<file path="config.mk">
export PLATFORM = sky130hd
export DESIGN_NAME = smas_ram
export DESIGN_NICKNAME = d
export VERILOG_FILES = /design/src/rtl/smas_ram.sv
export SDC_FILE = /design/constraint.sdc
export NUM_CORES = 2
export LEC_CHECK = 0
export BUFFER_PORTS_ARGS = -buffer_cell sky130_fd_sc_hd__buf_4
export CORE_MARGIN = 5
export CORE_UTILIZATION = 45
export CTS_BUF_LIST = sky130_fd_sc_hd__clkbuf_4 sky130_fd_sc_hd__clkbuf_8
export CTS_CLUSTER_DIAMETER = 200
export DETAILED_ROUTE_END_ITERATION = 8
export GPL_ROUTABILITY_DRIVEN = 0
export PLACE_DENSITY_LB_ADDON = 0.08
export SETUP_SLACK_MARGIN = 0.5
export SYNTH_ARGS = -nofsm -noshare
export SYNTH_HDL_FRONTEND = slang
export SYNTH_SLANG_ARGS = --single-unit
</file>
<file path="constraint.sdc">
create_clock -name clk -period 4.9 [get_ports clk]
set_input_delay 0.245 -clock clk [delete_from_list [all_inputs] [get_ports clk]]
set_output_delay 0.245 -clock clk [all_outputs]
set_load 0.01 [all_outputs]
</file>
<file path="src/rtl/smas_ram.sv">
// Generic single-write, single-read synchronous RAM with registered read data.
module smas_ram #(
	parameter int WIDTH = 16,
	parameter int DEPTH = 256
) (
	input  logic                     clk,
	input  logic                     we,
	input  logic [$clog2(DEPTH)-1:0] waddr,
	input  logic [WIDTH-1:0]         wdata,
	input  logic [$clog2(DEPTH)-1:0] raddr,
	output logic [WIDTH-1:0]         rdata
);

	logic [WIDTH-1:0] mem [DEPTH];

	always_ff @(posedge clk) begin
		if (we) begin
			mem[waddr] <= wdata;
		end
		rdata <= mem[raddr];
	end

endmodule

</file>
==> results.toml <==
[outcome]
outcome = "complete, no violations"

[setup_path]
start_kind = "input pin"
r2r_start = "mem[129][5]"
reg2reg_depth = 6
crit_type = "input pin to flip-flop"
critPathMaxFanout = 80
ff2ff_setup_slack_ns = 1.75
endpoint_kind = "flip-flop"
reg2reg_to = "rdata[5]"
arrival_ns = 4.54
crit_required_ns = 5.98

[sta]
drv_slew = 0
relSlewSlack_pct = 11.7
setup_viol = 0
period_share_pct = 70.7
min_period_ns = 3.47
worst_pin_slew_ns = 1.32
fin_ws_ns = 1.43
grt_setup_unrepaired = "false"
fin_skew_ns = 0.0591
timing.fmax_mhz = 289
tns_ns = 0
finalHoldViolations = 0

[placed_design]
dp_slack_ns = 0.594
hpwl_um = 273000
port_buffers = 49
place_inst = 12000

[clocking]
cts_tree = "built"
clk_latency_ns = 1.19
cts_setup_buffers = 0
cts_resized = 0
clockBufferDepth = 4
cts.sink_count = 4112
clockRootBuffer = "clkbuf_8"
clk_pin_slew_worst_paths_ns = 0.07
cts_inserted_buffers = 675
cts.hold.buffers_added = 34
htree_num_levels = 6

[detailed_routing]
topRoutingLayerUsed = "met5"
wire_per_inst_um = 34.8
via_per_inst = 6.05
met1_length_um = 199000
wl_met2_um = 218000
vias = 80400
drt_first_pass_iters = 6
wl_met3_um = 33500
remaining_drc_errors = 0
route.final.wire_length_um = 463000
first_iter_violations = 9220
ant_nets = 0

[logic_synthesis]
ys_warn_count = 0
yosysSeqAreaShare_pct = 77.7
netlist_area_mm2 = 0.159
syn-instance-count = 7360
synth.avg_cell_area_um2 = 21.6
syn-num-nets = 7394
ys_seq_elements = 4112
ys_types = 52

[min_path]
hold_path.startpoint = "wdata[3]"
hp-class = "input pin to flip-flop"
holdPathStages = 2
min_to = "mem[245][3]"

[pwr]
ir_drop_v = 0.000261
power.density_mw_per_mm2 = 398
power_mw = 71.8
p_leak_nw = 57.4

[final_layout]
layout.nets = 8169
layoutNonFillerInstCount = 13300
layout-drive-gt1-share_pct = 30.0
utilization_pct = 51.2
area_delta_synth_final_pct = 13.6

[floorplan]
start_util_pct = 45.1
io_pins = 50
die_h_um = 604
rows = 218
die-area_mm2 = 0.365
coreArea_mm2 = 0.352
die_w_um = 604

[global_routing]
grt_usage_pct = 25.0
grt_max_degree = 177
grt_pass1_wl_um = 644000
grt_pass1_vias = 80700
antenna_found_initial = 35
grt.overflow.total = 0

[flow_run]
maxCapViolCount = 0
## layout by cell type, fill, tap and decap left out, drive strengths merged, types with 16 or more instances in the layout
cell type	instances
nand2	38
a22oi	43
clkinv	231
buf	516
clkinvlp	22
o32ai	21
mux2	88
o31ai	16
nand4	26
mux2i	565
a211oi	18
o22ai	148
a22o	32
nor3	92
o221ai	253
nor4	18
dlygate4sd3	33
edfxtp	4096
a21oi	175
inv	26
nand3	35
clkbuf	913
nor2	304
dfxtp	16
o21ai	38
a221oi	28
mux4	797
## layout make-up
cell class,instances,area (um2)
clock inverters,286,1740
diodes,5,12.5
repair buffers,550,5090
multi-input cells,2792,33200
inverters,4,27.5
fillers,28000,172000
well taps,4620,5780
clock buffers,912,11200
flip-flops and latches,4112,123000
## routing by layer
| layer | vias to the layer above | global-route usage (%) |
|---|---|---|
| met1 | 43500 | 36.5 |
| met3 | 621 | 4.43 |
| met5 | - | 0 |
| li1 | 32900 | - |
| met4 | 10 | 7.00 |
| met2 | 3243 | 39.2 |
## Yosys cell counts (all sizes together)
cell	instances	area, um2
a2111oi	6	52.6
a211oi	18	135
a21o	2	15.0
a21oi	175	876
a221oi	28	245
a22o	32	280
a22oi	43	323
a31oi	6	37.5
and2	2	12.5
and3	11	68.8
and4	2	17.5
buf	222	1810
clkbuf	230	863
dfxtp	16	320
edfxtp	4096	123000
inv	4	15.0
mux2	88	991
mux2i	565	5660
mux4	797	17900
nand2	38	143
nand2b	3	18.8
nand3	35	175
nand3b	1	7.51
nand4	26	163
nand4b	3	26.3
nor2	304	1140
nor2b	9	56.3
nor3	92	460
nor3b	1	7.51
nor4	18	119
nor4bb	2	20.0
o21ai	38	190
o221ai	253	2220
o22ai	148	926
o31ai	16	120
o32ai	21	191
or2	5	31.3
or3	2	12.5
or3b	1	8.76
or4b	1	10.0
## stage by stage
stage | hold slack, ns | instance area (um2)
6_report | 0.101 | 180000
5_1_grt | 0.0544 | 180000
4_1_cts | 0.00346 | 180000
3_5_place_dp | 0.652 | 167000
3_3_place_gp | 0.651 | 167000
2_1_floorplan | 0.344 | 159000
## cells by family after synthesis
group	count (synthesis)	share of synthesized area (%)
flops	4112	77.7
compound gates	786	3.54
buf+inv	456	1.69
simple gates	556	1.57
mux	1450	15.5
## worst max-delay path by stage
stage,start,end
3_5_place_dp,raddr[0],rdata[5]
5_1_grt,raddr[4],rdata[1]
4_1_cts,raddr[4],rdata[1]
2_1_floorplan,waddr[3],mem[235][0]
6_report,raddr[4],rdata[1]
3_3_place_gp,raddr[0],rdata[5]
## sequential cells by signal (all words and copies together), names as in the netlist
signal  cells
rdata      16
mem      4096
## power breakdown
part,internal [mW],switching [mW]
Sequential,38.8,0.0677
Clock,15.4,13.7
Combinational,1.28,2.57
## worst max-delay path, stage by stage
cell	delay (ns)
dlygate4sd3_1	0.70
buf_6	0.43
buf_12	0.42
o221ai_1	0.50
o22ai_1	0.58
nor3_1	0.12
nor3_1	0.40
buf_4	0.27
nor4_1	0.06
dlygate4sd3_1	0.57
Note: power is estimated with default switching activity, not from simulation.
