==> src/rtl/smas_pkg.sv <==
// Shared types and constants for the square matrix add/subtract/multiply core.
package smas_pkg;

	localparam int ELEM_W = 16;
	localparam int IDX_W  = 4;
	localparam int SIZE_W = 5;
	localparam int OP_W   = 2;
	localparam int SUM_W  = 17;
	localparam int MUL_W  = 32;
	localparam int PROD_W = 36;

	localparam logic [SIZE_W-1:0] SIZE_RESET = 5'd16;

	typedef enum logic [OP_W-1:0] {
		OP_WRITE_A = 2'd0,
		OP_WRITE_B = 2'd1,
		OP_QUERY   = 2'd2
	} op_t;

	typedef enum logic [1:0] {
		ST_IDLE,
		ST_RUN,
		ST_DRAIN,
		ST_DONE
	} state_t;

	// Sequencer to datapath controls
	typedef struct packed {
		logic clear;
		logic rd;
		logic cap_a;
		logic cap_b;
	} mac_ctl_t;

endpackage

==> src/rtl/smas_mac.sv <==
// Datapath: multiply-accumulate pipeline and element sum/difference capture.
module smas_mac (
	input  logic                                 clk,
	input  logic                                 arst_n,
	input  smas_pkg::mac_ctl_t                   ctl,
	input  logic [smas_pkg::ELEM_W-1:0]          rdata_a,
	input  logic [smas_pkg::ELEM_W-1:0]          rdata_b,
	output logic signed [smas_pkg::SUM_W-1:0]    sum,
	output logic signed [smas_pkg::SUM_W-1:0]    difference,
	output logic signed [smas_pkg::PROD_W-1:0]   product,
	output logic                                 busy
);
	import smas_pkg::*;

	logic                     vld_s1;
	logic                     cap_a_s1;
	logic                     cap_b_s1;
	logic                     vld_s2;
	logic signed [MUL_W-1:0]  prod_s2;
	logic signed [PROD_W-1:0] acc_q;
	logic signed [ELEM_W-1:0] a_q;
	logic signed [ELEM_W-1:0] b_q;

	// Request flags are registered so they line up with the registered read data
	always_ff @(posedge clk or negedge arst_n) begin
		if (!arst_n) begin
			vld_s1   <= 1'b0;
			cap_a_s1 <= 1'b0;
			cap_b_s1 <= 1'b0;
			vld_s2   <= 1'b0;
		end else begin
			vld_s1   <= ctl.rd;
			cap_a_s1 <= ctl.cap_a;
			cap_b_s1 <= ctl.cap_b;
			vld_s2   <= vld_s1;
		end
	end

	always_ff @(posedge clk) begin
		if (vld_s1) begin
			prod_s2 <= $signed(rdata_a) * $signed(rdata_b);
		end
		// A[row][col] passes by at k == col, B[row][col] at k == row
		if (cap_a_s1) begin
			a_q <= $signed(rdata_a);
		end
		if (cap_b_s1) begin
			b_q <= $signed(rdata_b);
		end
	end

	always_ff @(posedge clk) begin
		if (ctl.clear) begin
			acc_q <= '0;
		end else if (vld_s2) begin
			acc_q <= acc_q + PROD_W'(prod_s2);
		end
	end

	assign sum        = SUM_W'(a_q) + SUM_W'(b_q);
	assign difference = SUM_W'(a_q) - SUM_W'(b_q);
	assign product    = acc_q;
	assign busy       = vld_s1 | vld_s2;

endmodule

==> config.mk <==
export PLATFORM = sky130hd
export DESIGN_NAME = smas_mac
export DESIGN_NICKNAME = d
export VERILOG_FILES = /design/src/rtl/smas_pkg.sv /design/src/rtl/smas_mac.sv
export SDC_FILE = /design/constraint.sdc
export NUM_CORES = 1
export LEC_CHECK = 0
export BUFFER_PORTS_ARGS = -buffer_cell sky130_fd_sc_hd__buf_2
export CORE_UTILIZATION = 40
export CTS_CLUSTER_DIAMETER = 80
export DETAILED_ROUTE_END_ITERATION = 16
export SETUP_SLACK_MARGIN = 0.2
export SYNTH_ARGS = -nofsm -noshare
export SYNTH_HDL_FRONTEND = slang
export SYNTH_SLANG_ARGS = --single-unit
export TNS_END_PERCENT = 100
==> constraint.sdc <==
create_clock -name clk -period 4.23 [get_ports clk]
set_input_delay 0.423 -clock clk [delete_from_list [all_inputs] [get_ports clk]]
set_output_delay 0.423 -clock clk [all_outputs]
set_load 0.1 [all_outputs]
==> reports/metrics.yaml <==
status:
  outcome: "complete, but fails checks"
  violations: "negative setup slack"
sta:
  hold_viol_final: 0
  setup_viol: 22
  slew_viol_final: 0
  skew_ns: 0.0142
  max_freq_mhz: 168
  maxSlewHeadroom: 0.523
  fin_crit_ns: 5.94
  fin_setup_tns_ns: -22.73
  period_share: 1.40
  fin_ws_ns: -1.71
  tightestPinTransition_ns: 0.716
  grt_setup_unrepaired: "true"
yosys:
  netlist.area_leader.share: 0.329
  ys_types: 75
  synth_area_per_cell_um2: 9.51
  synth.cell_area_um2: 16100
  async_flop_share: 0.0385
  synth_cells: 1698
  yosysSeqAreaShare: 0.170
  syn_nets: 2150
  ys_ff_latch: 104
  ys.warnings.count: 0
  ys.flop_type: "edfxtp_1"
  synth-edff-count: 64
  synth_area_leaders: "fa_1 33%, edfxtp_1 12%, ha_1 12%"
  synth_top_cell_by_area: "fa_1"
global_route:
  track_usage: 0.192
  grt_pass1_vias: 13047
  antenna_found_initial: 1
  grt_pass1_wl_um: 63600
  grt_max_degree: 35
  grt_overflow: 0
route:
  firstDrtPassIters: 5
  postRouteAntennaNets: 0
  post_drt_wl_per_cell_um: 15.1
  drt_iter0_markers: 471
  wl_um: 37700
  route.detailed.drc: 0
  via_per_inst: 4.93
  num_vias: 12290
hold_path:
  worstHoldEndpoint: "cap_b_s1$_DFF_PN0_"
  hold_class: "in2reg"
  hold_start: "ctl[0]"
  hold_path_depth: 1
clock_tree:
  clock_latency_ns: 0.37
  cts_tree: "yes"
  clockBufferDepth: 2
  cts.sink_count: 104
  numCtsBuffers: 9
  clkTransAtPathRegs_ns: 0.09
  root_buffer: "clkbuf_16"
  htree_levels: 3
setup_path:
  endpoint_kind: "flop"
  cp.required_ns: 4.36
  rr_worst_depth: 13
  r2r_slack_ns: 0.69
  r2r-end: "product[34]$_SDFFE_PP0P_"
  start_kind: "input port"
  worstPathArrival_ns: 6.07
  r2r-start: "product[0]$_SDFFE_PP0P_"
  cp_max_fo: 6
  worstSetupPathType: "in2reg"
job:
  cap_violations: 0
floorplanning:
  io-pin-count: 109
  dieWidth_um: 203
  dieHeight_um: 203
  core_area_um2: 39700
  std_cell_rows: 73
  die_area_um2: 41200
  initial_utilization: 0.406
finish:
  drive_gt1_frac: 0.246
  final_nets: 2417
  antenna_cells: 0
  syn2layout_area_growth_pct: 23.6
placed_design:
  place.gp.congestion: 0.876
  place_hpwl_um: 32200
  io_buffers: 108
-- state kept, by name (all words and copies together) (netlist names) --
register	count
cap_b_s1	1
product	36
b_q	16
vld_s2	1
a_q	16
vld_s1	1
cap_a_s1	1
prod_s2	32
-- kinds of logic (layout without fill, tap and decap cells) --
family	count (synthesis)	in the layout	synth area share
flops	104	104	0.170
compound gates	230	230	0.0991
mux	19	19	0.0121
xor+xnor	79	79	0.0429
simple gates	465	465	0.142
fa+ha+maj	414	414	0.444
buf+inv	387	659	0.0902
-- worst max-delay path by stage --
stage	startpoint	to	slack, ns
after global placement	rdata_b[5]	prod_s2[31]$_DFFE_PP_	-2.19
final	rdata_b[5]	prod_s2[31]$_DFFE_PP_	-1.71
after floorplan	rdata_b[4]	prod_s2[31]$_DFFE_PP_	-1.79
after detailed placement	rdata_a[7]	prod_s2[31]$_DFFE_PP_	-2.24
after CTS	rdata_b[6]	prod_s2[31]$_DFFE_PP_	-1.72
after global routing	rdata_a[5]	prod_s2[31]$_DFFE_PP_	-1.83
-- routing by layer --
metal  track usage  vias up  part of all wire
met5             0        -           0.00034
met3        0.0255       53             0.036
met1         0.245     6154              0.42
met2         0.342      187              0.52
met4        0.0508        2             0.020
li1              -     5894                 -
-- critical path: stages --
cell      delay (ns)
buf_12          0.11
buf_12          0.12
and2_4          0.13
fa_1            0.50
inv_1           0.05
fa_2            0.54
fa_1            0.41
inv_1           0.08
fa_2            0.46
fa_1            0.51
inv_1           0.05
fa_1            0.51
inv_2           0.05
ha_4            0.21
buf_6           0.11
and3_4          0.18
a221oi_2        0.29
o211ai_1        0.18
a31o_2          0.25
or4b_1          0.52
a31o_1          0.20
a21oi_2         0.12
xnor2_1         0.07
-- synth_stat cells (17+ instances only) --
cell and count:
xnor2_1 63, fa_1 265, inv_1 338, o21a_1 18, nor2_1 84, edfxtp_1 64
ha_1 149, dfxtp_1 36, clkbuf_1 45, a21oi_1 67, nand3_1 17, a21o_1 23
mux2i_1 18, o21ai_0 33, and2_1 127, nand2_1 157
-- metrics by stage --
stage                     worst slack [ns]   util  hold WS, ns  instance area, µm²  instances
after floorplan                      -1.79      -        0.127               16500       1698
after global routing                 -1.83  0.502        0.146               20000       2495
after detailed placement             -2.24  0.470        0.257               18700       2449
after global placement               -2.19  0.470        0.251               18700       2449
final                                -1.71  0.502        0.152               20000       2495
after CTS                            -1.72  0.492        0.137               19600       2483
-- cell type report --
class / instances / area, µm²
fill: 3657 / 19800
clock buffer: 9 / 225
sequential: 104 / 2740
timing repair buffer: 304 / 2420
tap: 525 / 657
clock inverter: 7 / 71.3
multi-input combinational: 1207 / 12600
inverter: 339 / 1270
-- what timing repair did --
| action | 4_1_cts | 5_1_grt |
|---|---|---|
| endpoints found under the hold margin | 4 | 0 |
| setup endpoints to repair | 29 | 36 |
| hold buffers | 1 | 0 |
| resized for setup | 146 | 96 |
| setup buffers | 17 | 12 |
| pin swaps | 77 | 37 |
-- layout by cell type (no fill, tap or decap), types with 18 or more instances in the layout --
cell      count
and2_1      103
fa_1        247
a21oi_1      56
a21o_1       23
fa_2         18
buf_2        75
ha_1        131
nor2_1       79
edfxtp_1     64
dfxtp_1      36
xnor2_1      56
o21ai_0      20
nand2_1     149
mux2i_1      18
buf_4       161
inv_1       309
inv_2        29
and2_4       24
buf_6        53
o21a_1       18
Power is left out: the tool's default activity adds up to more than one toggle a clock period on the data nets, which glitch-free logic cannot reach.
