File: src/rtl/smas_pkg.sv
// Shared types and constants for the square matrix add/subtract/multiply core.
package smas_pkg;

	localparam int ELEM_W = 16;
	localparam int IDX_W  = 4;
	localparam int SIZE_W = 5;
	localparam int OP_W   = 2;
	localparam int SUM_W  = 17;
	localparam int MUL_W  = 32;
	localparam int PROD_W = 36;

	localparam logic [SIZE_W-1:0] SIZE_RESET = 5'd16;

	typedef enum logic [OP_W-1:0] {
		OP_WRITE_A = 2'd0,
		OP_WRITE_B = 2'd1,
		OP_QUERY   = 2'd2
	} op_t;

	typedef enum logic [1:0] {
		ST_IDLE,
		ST_RUN,
		ST_DRAIN,
		ST_DONE
	} state_t;

	// Sequencer to datapath controls
	typedef struct packed {
		logic clear;
		logic rd;
		logic cap_a;
		logic cap_b;
	} mac_ctl_t;

endpackage

File: src/rtl/smas_ctrl.sv
// Sequencer: request decode, memory addressing and the row-by-column walk.
module smas_ctrl #(
	parameter int MAX_N = 16,
	localparam int AW = $clog2(MAX_N * MAX_N)
) (
	input  logic                          clk,
	input  logic                          arst_n,
	input  logic                          in_valid,
	output logic                          in_ready,
	input  logic [smas_pkg::OP_W-1:0]     in_op,
	input  logic [smas_pkg::IDX_W-1:0]    in_row,
	input  logic [smas_pkg::IDX_W-1:0]    in_col,
	input  logic [smas_pkg::SIZE_W-1:0]   size,
	input  logic                          mac_busy,
	input  logic                          out_free,
	output logic                          we_a,
	output logic                          we_b,
	output logic [AW-1:0]                 waddr,
	output logic [AW-1:0]                 raddr_a,
	output logic [AW-1:0]                 raddr_b,
	output smas_pkg::mac_ctl_t            ctl,
	output logic                          load_out,
	output logic                          bad
);
	import smas_pkg::*;

	localparam int KW = $clog2(MAX_N);

	state_t            state_q;
	state_t            state_d;
	logic [IDX_W-1:0]  row_q;
	logic [IDX_W-1:0]  col_q;
	logic [KW-1:0]     k_q;
	logic              bad_q;
	logic              in_accept;
	logic              in_range;
	logic              is_query;
	logic              k_last;

	assign in_accept = in_valid && in_ready;
	assign is_query  = (in_op == OP_QUERY);
	// Active size is the smaller of the register and MAX_N
	assign in_range  = ({1'b0, in_row} < size) && (32'(in_row) < MAX_N)
		&& ({1'b0, in_col} < size) && (32'(in_col) < MAX_N);
	assign k_last    = (32'(k_q) + 1 == 32'(size)) || (32'(k_q) + 1 == MAX_N);

	always_comb begin
		state_d = state_q;
		unique case (state_q)
			ST_IDLE: begin
				if (in_accept && is_query) begin
					state_d = in_range ? ST_RUN : ST_DONE;
				end
			end
			ST_RUN: begin
				if (k_last) begin
					state_d = ST_DRAIN;
				end
			end
			ST_DRAIN: begin
				if (!mac_busy) begin
					state_d = ST_DONE;
				end
			end
			ST_DONE: begin
				if (out_free) begin
					state_d = ST_IDLE;
				end
			end
			default: state_d = ST_IDLE;
		endcase
	end

	always_ff @(posedge clk or negedge arst_n) begin
		if (!arst_n) begin
			state_q <= ST_IDLE;
		end else begin
			state_q <= state_d;
		end
	end

	always_ff @(posedge clk) begin
		if (in_accept && is_query) begin
			row_q <= in_row;
			col_q <= in_col;
			k_q   <= '0;
			bad_q <= !in_range;
		end else if (state_q == ST_RUN) begin
			k_q <= k_q + 1'b1;
		end
	end

	always_comb begin
		in_ready  = (state_q == ST_IDLE);
		we_a      = in_accept && (in_op == OP_WRITE_A) && in_range;
		we_b      = in_accept && (in_op == OP_WRITE_B) && in_range;
		waddr     = AW'(32'(in_row) * MAX_N + 32'(in_col));
		raddr_a   = AW'(32'(row_q) * MAX_N + 32'(k_q));
		raddr_b   = AW'(32'(k_q) * MAX_N + 32'(col_q));
		ctl.clear = in_accept && is_query;
		ctl.rd    = (state_q == ST_RUN);
		ctl.cap_a = ctl.rd && (32'(k_q) == 32'(col_q));
		ctl.cap_b = ctl.rd && (32'(k_q) == 32'(row_q));
		load_out  = (state_q == ST_DONE) && out_free;
		bad       = bad_q;
	end

endmodule

File: config.mk
export PLATFORM = sky130hd
export DESIGN_NAME = smas_ctrl
export DESIGN_NICKNAME = d
export VERILOG_FILES = /design/src/rtl/smas_pkg.sv /design/src/rtl/smas_ctrl.sv
export SDC_FILE = /design/constraint.sdc
export NUM_CORES = 1
export LEC_CHECK = 0
export BUFFER_PORTS_ARGS = -buffer_cell sky130_fd_sc_hd__buf_2
export CORE_MARGIN = 10
export CORE_UTILIZATION = 30
export DETAILED_ROUTE_END_ITERATION = 10
export PLACE_DENSITY_LB_ADDON = 0.12
export RECOVER_POWER = 100
export SYNTH_ARGS = -nofsm -noshare
export SYNTH_HDL_FRONTEND = slang
export SYNTH_SLANG_ARGS = --single-unit
File: constraint.sdc
create_clock -name clk -period 4.6 [get_ports clk]
set_clock_uncertainty 0.05 [all_clocks]
set_input_delay 0.46 -clock clk [delete_from_list [all_inputs] [get_ports clk]]
set_output_delay 0.46 -clock clk [all_outputs]
set_load 0.01 [all_outputs]
==> summary.md <==
| Metric | Value |
|---|---|
| Outcome | `finished, final reports clean` |
| Required time of the critical path | `4090 ps` |
| CTS Buf Count | `3` |
| Critical R2R Capture | `state_q[0]$_DFFE_PN0P_` |
| Setup TNS Final | `0 ps` |
| Area contributors post-synth | `edfxtp_1 24%, ha_1 13%, xor2_1 8.5%` |
| Worst R2R Start | `k_q[0]$_SDFFE_PP0P_` |
| Post-DP HPWL | `2500 um` |
| Fraction of layout cells with a size suffix above 1 | `8.61%` |
| Max-slew headroom | `57.6%` |
| Crit path DAT | `1910 ps` |
| Worst Setup Start Kind | `register` |
| IO Pins | `53` |
| Synthesized flop and latch total | `15` |
| Post_cts resized | `0` |
| Vias in the first global route | `1001` |
| Initial DRC count | `37` |
| WS Path Type | `reg2out` |
| Die H | `81.4 um` |
| Antenna viol nets, final | `0` |
| Setup bufs post-CTS | `0` |
| GPL Wtd Cong | `0.775` |
| WL final | `2950 um` |
| Worst Tran Pin Value | `635 ps` |
| CP Capture Type | `output port` |
| Max-cap violation count | `0` |
| Flop-to-flop setup slack | `2360 ps` |
| Largest net degree at the start of global routing | `15` |
| Number of synthesized flops with an enable pin | `9` |
| Reg area | `400 um2` |
| # DRC | `0` |
| Hold buffer count at CTS | `1` |
| Die width | `81.4 um` |
| Global Route Usage Sum | `9.28%` |
| Achievable Freq | `0.414 GHz` |
| Period utilization | `52.6%` |
| Post-synthesis cell count | `111` |
| Fillers | `415` |
| Mean area per synthesized cell | `10.2 um2` |
| Clock sink total | `15` |
| Overflow after GRT | `0` |
| CTS root buf | `clkbuf_8` |
| Unrepaired setup endpoints after global routing | `no` |
| Clock tree buffer depth | `2` |
| Vias per inst | `4.43` |
| Multi-input gate area | `574 um2` |
| Crit Path Max Fanout | `14` |
| Worst-Skew Late Latency | `250 ps` |
| PwrDens | `523 mW/mm2` |
| Final net count | `184` |
| DIE AREA | `0.00662 mm2` |
| Starting Density | `30.9%` |
| Syn nets | `143` |
| Initial antenna violation count | `0` |
| Mapped Area | `0.00113 mm2` |
| Hold path start | `in_row[0]` |
| Global-route wire length before repair | `4740 um` |
| Pre-Repair DR Iteration Count | `4` |
| Area Growth Syn to Fin | `17.2%` |
| Core footprint | `0.00366 mm2` |
| Clock transition at path regs | `70 ps` |
| CTS tree | `yes` |
| Hold EP | `row_q[0]$_DFFE_PP_` |
| Worst Hold Depth | `1` |
| Port Buf Inserts | `52` |
| Final hold vios | `0` |
| Yosys warnings | `0` |
| HP Class | `in2reg` |
| Diode count | `0` |
| Hold WS | `381 ps` |
| R2R cell count | `6` |
| FP Rows | `22` |
| Most frequent cells in the layout | `43 x clkbuf_1, 12 x ha_1, 11 x xor2_1` |
| Max VDD drop | `130 uV` |
| H-tree levels | `1` |
| Asr flop ratio synth | `13.3%` |
| Setup-failing EPs final | `0` |
| Cell taking the most area after synthesis | `edfxtp_1` |
| WL/cell | `14.8 um` |
| Max-slew violation count | `0` |
| Main flop type after synthesis | `edfxtp_1` |
| Register area share after synthesis | `35.4%` |
| Most common cell after layout, fill and taps aside | `clkbuf_1` |
| Min Clock Period, post-route | `2420 ps` |
| Yosys top cell area share | `23.9%` |
| Vias | `882` |
| Synth cell types | `36` |
| Leakage | `0.538 nW` |
[how the worst max path moves through the flow]
stage	startpoint	end	slack, ps	cells past startpoint
global placement	size[1]	we_b	2310	8
CTS	state_q[0]$_DFFE_PN0P_	ctl[3]	2120	4
detailed placement	size[1]	we_b	2290	8
finish	state_q[0]$_DFFE_PN0P_	ctl[3]	2180	4
global route	size[1]	we_b	2010	8
floorplan	size[1]	we_b	2510	6
[report_power, final]
part / switching, W / internal [W]
Combinational: 0.000192 / 0.000155
Clock: 0.0000499 / 0.0000600
Sequential: 0.0000588 / 0.000177
Total: 0.000300 / 0.000393
[layer usage]
layer,GRT usage (%),share of wire [%]
met4,5.19,1.4
met2,15.5,50
met5,0,0
met1,10.6,44
met3,2.32,4.3
[per-stage QoR]
| step | cells | power (W) | setup slack (ps) | util (%) | cell area [um2] |
|---|---|---|---|---|---|
| 2_1_floorplan | 111 | 0.000541 | 2510 | - | 1130 |
| 3_3_place_gp | 194 | 0.000609 | 2310 | 36.2 | 1330 |
| 3_5_place_dp | 194 | 0.000614 | 2290 | 36.2 | 1330 |
| 4_1_cts | 199 | 0.000729 | 2120 | 37.8 | 1380 |
| 5_1_grt | 199 | 0.000769 | 2010 | 36.2 | 1320 |
| 6_report | 199 | 0.000693 | 2180 | 36.2 | 1320 |
[cell usage after synthesis (all sizes together) (2+ instances only)]
| cell type | n |
|---|---|
| nand2b | 3 |
| xnor2 | 5 |
| edfxtp | 9 |
| buf | 14 |
| mux2i | 2 |
| clkbuf | 3 |
| inv | 7 |
| nand4 | 2 |
| dfrtp | 2 |
| nor4 | 2 |
| nand3b | 2 |
| nand2 | 6 |
| a31oi | 3 |
| nor2 | 5 |
| ha | 12 |
| xor2 | 11 |
| a21o | 2 |
| dfxtp | 4 |
[critical path: stages (launching register included)]
cell and delay, ps:
dfrtp_1 400, inv_1 110, ha_1 280, and4b_1 650, clkbuf_1 220
[cell families (layout without fill, tap and decap cells)]
| group | after synthesis | after routing | share of synthesized area (%) |
|---|---|---|---|
| flops | 15 | 15 | 35.4 |
| buf+inv | 24 | 64 | 13.3 |
| mux | 2 | 2 | 1.77 |
| compound gates | 14 | 14 | 10.1 |
| simple gates | 28 | 28 | 13.7 |
| fa+ha+maj | 12 | 12 | 13.3 |
| xor+xnor | 16 | 16 | 12.4 |
[final cells by class]
type,instances,share of cell area [%]
Clock buffer,3,3.12
Multi-Input combinational cell,72,43.4
Tap cell,48,4.54
Timing Repair Buffer,53,16.4
Clock inverter,1,0.378
Sequential cell,15,30.2
Inverter,7,1.98
[registers in the layout (all words and copies together), names as in the netlist]
name	cells
k_q	4
state_q	2
row_q	4
col_q	4
bad	1
Note: power is estimated with default switching activity, not from simulation.
